`src/ihp_pkg.sv`:
```
// Shared types and constants for the indexed priority heap unit.
// Holds field widths, request and status codes, controller states and status flags.
`default_nettype none
package ihp_pkg;

  localparam int DEPTH_DEF = 1024;
  localparam int ENT_W = 10;
  localparam int CNT_W = 11;
  localparam int REQ_W = 2;
  localparam int STAT_W = 2;

  localparam logic [REQ_W-1:0] REQ_LOAD   = 2'd0;
  localparam logic [REQ_W-1:0] REQ_REMOVE = 2'd1;
  localparam logic [REQ_W-1:0] REQ_DEC    = 2'd2;

  localparam logic [STAT_W-1:0] STAT_OK     = 2'd0;
  localparam logic [STAT_W-1:0] STAT_ABSENT = 2'd1;
  localparam logic [STAT_W-1:0] STAT_RANGE  = 2'd2;

  typedef enum logic [18:0] {
    S_IDLE = 19'd1 << 0,
    S_LOAD = 19'd1 << 1,
    S_BN   = 19'd1 << 2,
    S_BR   = 19'd1 << 3,
    S_BC   = 19'd1 << 4,
    S_Q1   = 19'd1 << 5,
    S_Q2   = 19'd1 << 6,
    S_Q3   = 19'd1 << 7,
    S_RM1  = 19'd1 << 8,
    S_RM2  = 19'd1 << 9,
    S_SDA  = 19'd1 << 10,
    S_SDB  = 19'd1 << 11,
    S_SDC  = 19'd1 << 12,
    S_SUA  = 19'd1 << 13,
    S_SUB  = 19'd1 << 14,
    S_SUC  = 19'd1 << 15,
    S_F1   = 19'd1 << 16,
    S_F2   = 19'd1 << 17,
    S_F3   = 19'd1 << 18
  } state_t;

  typedef struct packed {
    logic go;
    logic new_load;
    logic new_query;
    logic last;
    logic queued;
    logic is_remove;
    logic at_end;
    logic cnt_nz;
    logic sd_leaf;
    logic sd_move;
    logic su_root;
    logic su_win;
    logic moved;
    logic bidx_zero;
    logic build;
    logic out_free;
  } ihp_stat_t;

endpackage
`default_nettype wire

```
`src/ihp_ctrl.sv`:
```
// Controller state machine of the indexed priority heap unit.
// Sequences load, build, query, sift and report steps; depends on ihp_pkg.
`default_nettype none
module ihp_ctrl (
  input  wire logic              clk,
  input  wire logic              rst_n,
  input  wire ihp_pkg::ihp_stat_t st,
  output ihp_pkg::state_t        cmd
);
  import ihp_pkg::*;

  state_t state_r, state_nxt;

  assign cmd = state_r;

  always_comb begin
    state_nxt = state_r;
    case (state_r)
      S_IDLE: begin
        if (st.go) begin
          if (st.new_load) state_nxt = S_LOAD;
          else if (st.new_query) state_nxt = S_Q1;
          else state_nxt = S_F1;
        end
      end
      S_LOAD: state_nxt = st.last ? S_BN : S_F1;
      S_BN:   state_nxt = st.bidx_zero ? S_F1 : S_BR;
      S_BR:   state_nxt = S_BC;
      S_BC:   state_nxt = S_SDA;
      S_SDA: begin
        if (st.sd_leaf) state_nxt = st.build ? S_BN : S_F1;
        else state_nxt = S_SDB;
      end
      S_SDB:  state_nxt = S_SDC;
      S_SDC: begin
        if (st.sd_move) state_nxt = S_SDA;
        else state_nxt = st.build ? S_BN : S_F1;
      end
      S_Q1:   state_nxt = S_Q2;
      S_Q2:   state_nxt = S_Q3;
      S_Q3: begin
        if (!st.queued) state_nxt = S_F1;
        else if (st.is_remove) state_nxt = st.at_end ? S_F1 : S_RM1;
        else state_nxt = st.cnt_nz ? S_SDA : S_F1;
      end
      S_RM1:  state_nxt = S_RM2;
      S_RM2:  state_nxt = S_SUA;
      S_SUA: begin
        if (st.su_root) state_nxt = st.moved ? S_F1 : S_SDA;
        else state_nxt = S_SUB;
      end
      S_SUB:  state_nxt = S_SUC;
      S_SUC: begin
        if (st.su_win) state_nxt = S_SUA;
        else state_nxt = st.moved ? S_F1 : S_SDA;
      end
      S_F1:   state_nxt = S_F2;
      S_F2:   state_nxt = S_F3;
      S_F3:   state_nxt = st.out_free ? S_IDLE : S_F3;
      default: state_nxt = S_IDLE;
    endcase
  end

  always_ff @(posedge clk) begin
    if (!rst_n) begin
      state_r <= S_IDLE;
    end else begin
      state_r <= state_nxt;
    end
  end

endmodule
`default_nettype wire

```
`config.mk`:
```
export PLATFORM = sky130hd
export DESIGN_NAME = ihp_ctrl
export DESIGN_NICKNAME = d
export VERILOG_FILES = /design/src/ihp_pkg.sv /design/src/ihp_ctrl.sv
export SDC_FILE = /design/constraint.sdc
export NUM_CORES = 1
export LEC_CHECK = 0
export ABC_AREA = 1
export BUFFER_PORTS_ARGS = -buffer_cell sky130_fd_sc_hd__buf_2
export CAP_MARGIN = 20
export CORE_MARGIN = 10
export CORE_UTILIZATION = 25
export DETAILED_ROUTE_END_ITERATION = 7
export PLACE_DENSITY = 0.56
export SYNTH_ARGS = -nofsm -noshare
export SYNTH_HDL_FRONTEND = slang
export SYNTH_SLANG_ARGS = --single-unit
```
`constraint.sdc`:
```
create_clock -name clk -period 2.1 [get_ports clk]
set_clock_uncertainty 0.2 [all_clocks]
set_input_delay 0.21 -clock clk [delete_from_list [all_inputs] [get_ports clk]]
set_output_delay 0.21 -clock clk [all_outputs]
set_load 0.01 [all_outputs]
```
==> results.sh <==
export IMPL_cp_data_required_time_ns=2.05
export IMPL_drc=0
export IMPL_grtUsageTotal=0.0858
export IMPL_vias_per_cell=4.21
export IMPL_irDropWorstVdd_mv=0.326
export IMPL_antenna_found_initial=0
export IMPL_synth_top_family_by_area="simple AND/OR/NAND/NOR gates"
export IMPL_wire_per_inst_um=11.9
export IMPL_synthXorXnorAreaFrac=0
export IMPL_clock_path_buffers=2
export IMPL_crit_chain="nor2_2, nand2_2, nor2_4, nand3_2, o21ai_2, o21bai_4, buf_12, nor2_1"
export IMPL_first_iter_violations=87
export IMPL_start_util=0.257
export IMPL_post_route_min_period_ns=1.97
export IMPL_tritoncts="done"
export IMPL_synth_seq_cells=19
export IMPL_cp_max_fo=15
export IMPL_synthSimpleGateAreaFrac=0.567
export IMPL_crit_start="cmd[17]"
export IMPL_clock_latency_ns=0.26
export IMPL_path_class="reg2reg"
export IMPL_cts_post_setup_buffers_inserted=0
export IMPL_worst_pin_slew_ns=0.259
export IMPL_area_growth_pct=22.5
export IMPL_std_cell_rows=27
export IMPL_synth_area_mux_share=0
export IMPL_cpMaxStageDelayCell="dfxtp_1"
export IMPL_slew_limit_headroom=0.826
export IMPL_drtAntennaViolNets=0
export IMPL_diodes=0
export IMPL_timing_rr_end="cmd[6]"
export IMPL_avgSynthCellArea_um2=6.93
export IMPL_critPathLaunchType="flip-flop"
export IMPL_die_y_um=95.0
export IMPL_yosys_area_top_type="dfxtp_1"
export IMPL_grt_max_degree=16
export IMPL_holdWs_ns=0.00863
export IMPL_clk_pin_slew_ns=0.08
export IMPL_endpoint="cmd[6]"
export IMPL_ys_top_cells_by_area="dfxtp_1 (27%), nor2_4 (12%), nand2_1 (9.9%)"
export IMPL_synth_most_common_cell="nand2_1"
export IMPL_io_buffers=36
export IMPL_fmax_ghz=0.508
export IMPL_yosysUniqueCellTypes=24
export IMPL_hold_viol_final=0
export IMPL_grt_pass1_wl_um=6080
export IMPL_vias=1325
export IMPL_grt_pass1_vias=1335
export IMPL_crit_family="simple AND/OR/NAND/NOR gates"
export IMPL_reg2reg_from="cmd[17]"
export IMPL_fin_util=0.315
export IMPL_hold_path_class="in2reg"
export IMPL_crit_path_end_kind="flip-flop"
export IMPL_drv_cap=0
export IMPL_die_area_um2=9030
export IMPL_cts_buffers=3
export IMPL_nets=262
export IMPL_tns_ns=0
export IMPL_critPathMaxStageDelay_ns=0.35
export IMPL_synth_top_area_frac=0.270
export IMPL_fillers=634
export IMPL_status="finished, final reports clean"
export IMPL_clockRootBuffer="clkbuf_8"
export IMPL_hold_buffers=0
export IMPL_routed_wl_um=3740
export IMPL_power_mw=0.894
export IMPL_ys_flop_type="dfxtp_1"
export IMPL_synth_nets=221
export IMPL_cts_resized=0
export IMPL_cts_sink_count=19
export IMPL_critical_path_buf_inv_count=1
export IMPL_async_reset_ff_frac=0
export IMPL_largest_reg_flops=19
export IMPL_synthCells=203
export IMPL_finalCritPeriodShare=0.938
export IMPL_path_depth=8
export IMPL_ioPinCount=37
export IMPL_arrival_ns=1.92
export IMPL_finalWeightedCongestion=0.797
export IMPL_power_density_nw_per_um2=519
export IMPL_setup_viol=0
export IMPL_rsz0062_at_grt="false"
export IMPL_htreeDepth=1
export IMPL_overflow=0
export IMPL_die_x_um=95.0
export IMPL_slew_viol_final=0
export IMPL_yosys_warnings=0
export IMPL_synth_fa_ha_area_frac=0
export IMPL_leakage_nw=0.837
export IMPL_core_um2=5470
export IMPL_ys_seq_area_frac=0.270
export IMPL_layout_drive_gt1_share=0.358
export IMPL_synth_edf_count=0
export IMPL_first_pass_iters=4
export IMPL_synth_compound_area_frac=0.0551
export IMPL_synth_top_cells_by_count="nand2_1 (37), inv_1 (33), nor2_1 (26)"
export IMPL_syn_area_um2=1410
export IMPL_dpl_hpwl_um=3230
export IMPL_reg2regPathDepth=8
export IMPL_rrSetupSlack_ns=0.13
==> power breakdown <==
part	internal, mW	switching, mW	total [mW]
Combinational	0.0876	0.166	0.254
Sequential	0.369	0.00949	0.378
Clock	0.132	0.130	0.262
==> how the worst min path moves through the flow <==
stage / start / to / slack, ns / cells past startpoint
5_1_grt: st[2] / cmd[3] / 0.02 / 3
3_5_place_dp: st[13] / cmd[5] / 0.28 / 3
3_3_place_gp: st[13] / cmd[5] / 0.28 / 3
4_1_cts: st[13] / cmd[5] / 0.009 / 3
6_report: st[13] / cmd[5] / 0.009 / 3
2_1_floorplan: rst_n / cmd[7] / 0.14 / 2
==> layout by cell type, fill, tap and decap left out, drive strengths merged <==
cell    count
buf        37
nor2       52
dfxtp      19
nor3        9
nand3      22
clkbuf      3
o21a        1
a211oi      1
o21bai      1
or2         3
nand3b      2
inv        35
nand2      44
o21ai       4
nor3b       1
a21oi       4
nand4       4
clkinv      1
==> kinds of logic after synthesis <==
kind of cell,count (synthesis)
buffers and inverters,36
AOI/OAI and AO/OA,11
DFF,19
and+or+nand+nor,137
==> metal layers <==
metal / global-route usage / vias up / routed length, um / share of wire
li1: - / 714 / - / -
met1: 0.106 / 580 / 1750 / 0.47
met2: 0.138 / 25 / 1720 / 0.46
met3: 0.0196 / 6 / 189 / 0.051
met4: 0.0399 / 0 / 81 / 0.022
met5: 0 / - / 0 / 0
==> final cells by class <==
cell class	instances	area, um2	share of cell area
multi-input cells	148	876	0.508
clock buffers	3	41.3	0.0239
inverters	35	131	0.0762
repair buffers	37	200	0.116
clock inverters	1	5.00	0.00290
well taps	72	90.1	0.0522
flip-flops and latches	19	380	0.221
==> worst register-to-register path, cell delays in order, from the launching register on <==
cell and delay, ns:
dfxtp_1 0.35, nor2_2 0.12, nand2_2 0.12, nor2_4 0.27, nand3_2 0.17, o21ai_2 0.21
o21bai_4 0.16, buf_12 0.19, nor2_1 0.07
==> metrics by stage <==
stage | instances | instance area, um2 | setup slack, ns
2_1_floorplan | 203 | 1410 | 0.342
3_3_place_gp | 311 | 1680 | 0.167
3_5_place_dp | 311 | 1680 | 0.161
4_1_cts | 315 | 1720 | 0.142
5_1_grt | 315 | 1720 | 0.0248
6_report | 315 | 1720 | 0.130
(Power assumes the default switching activity.)
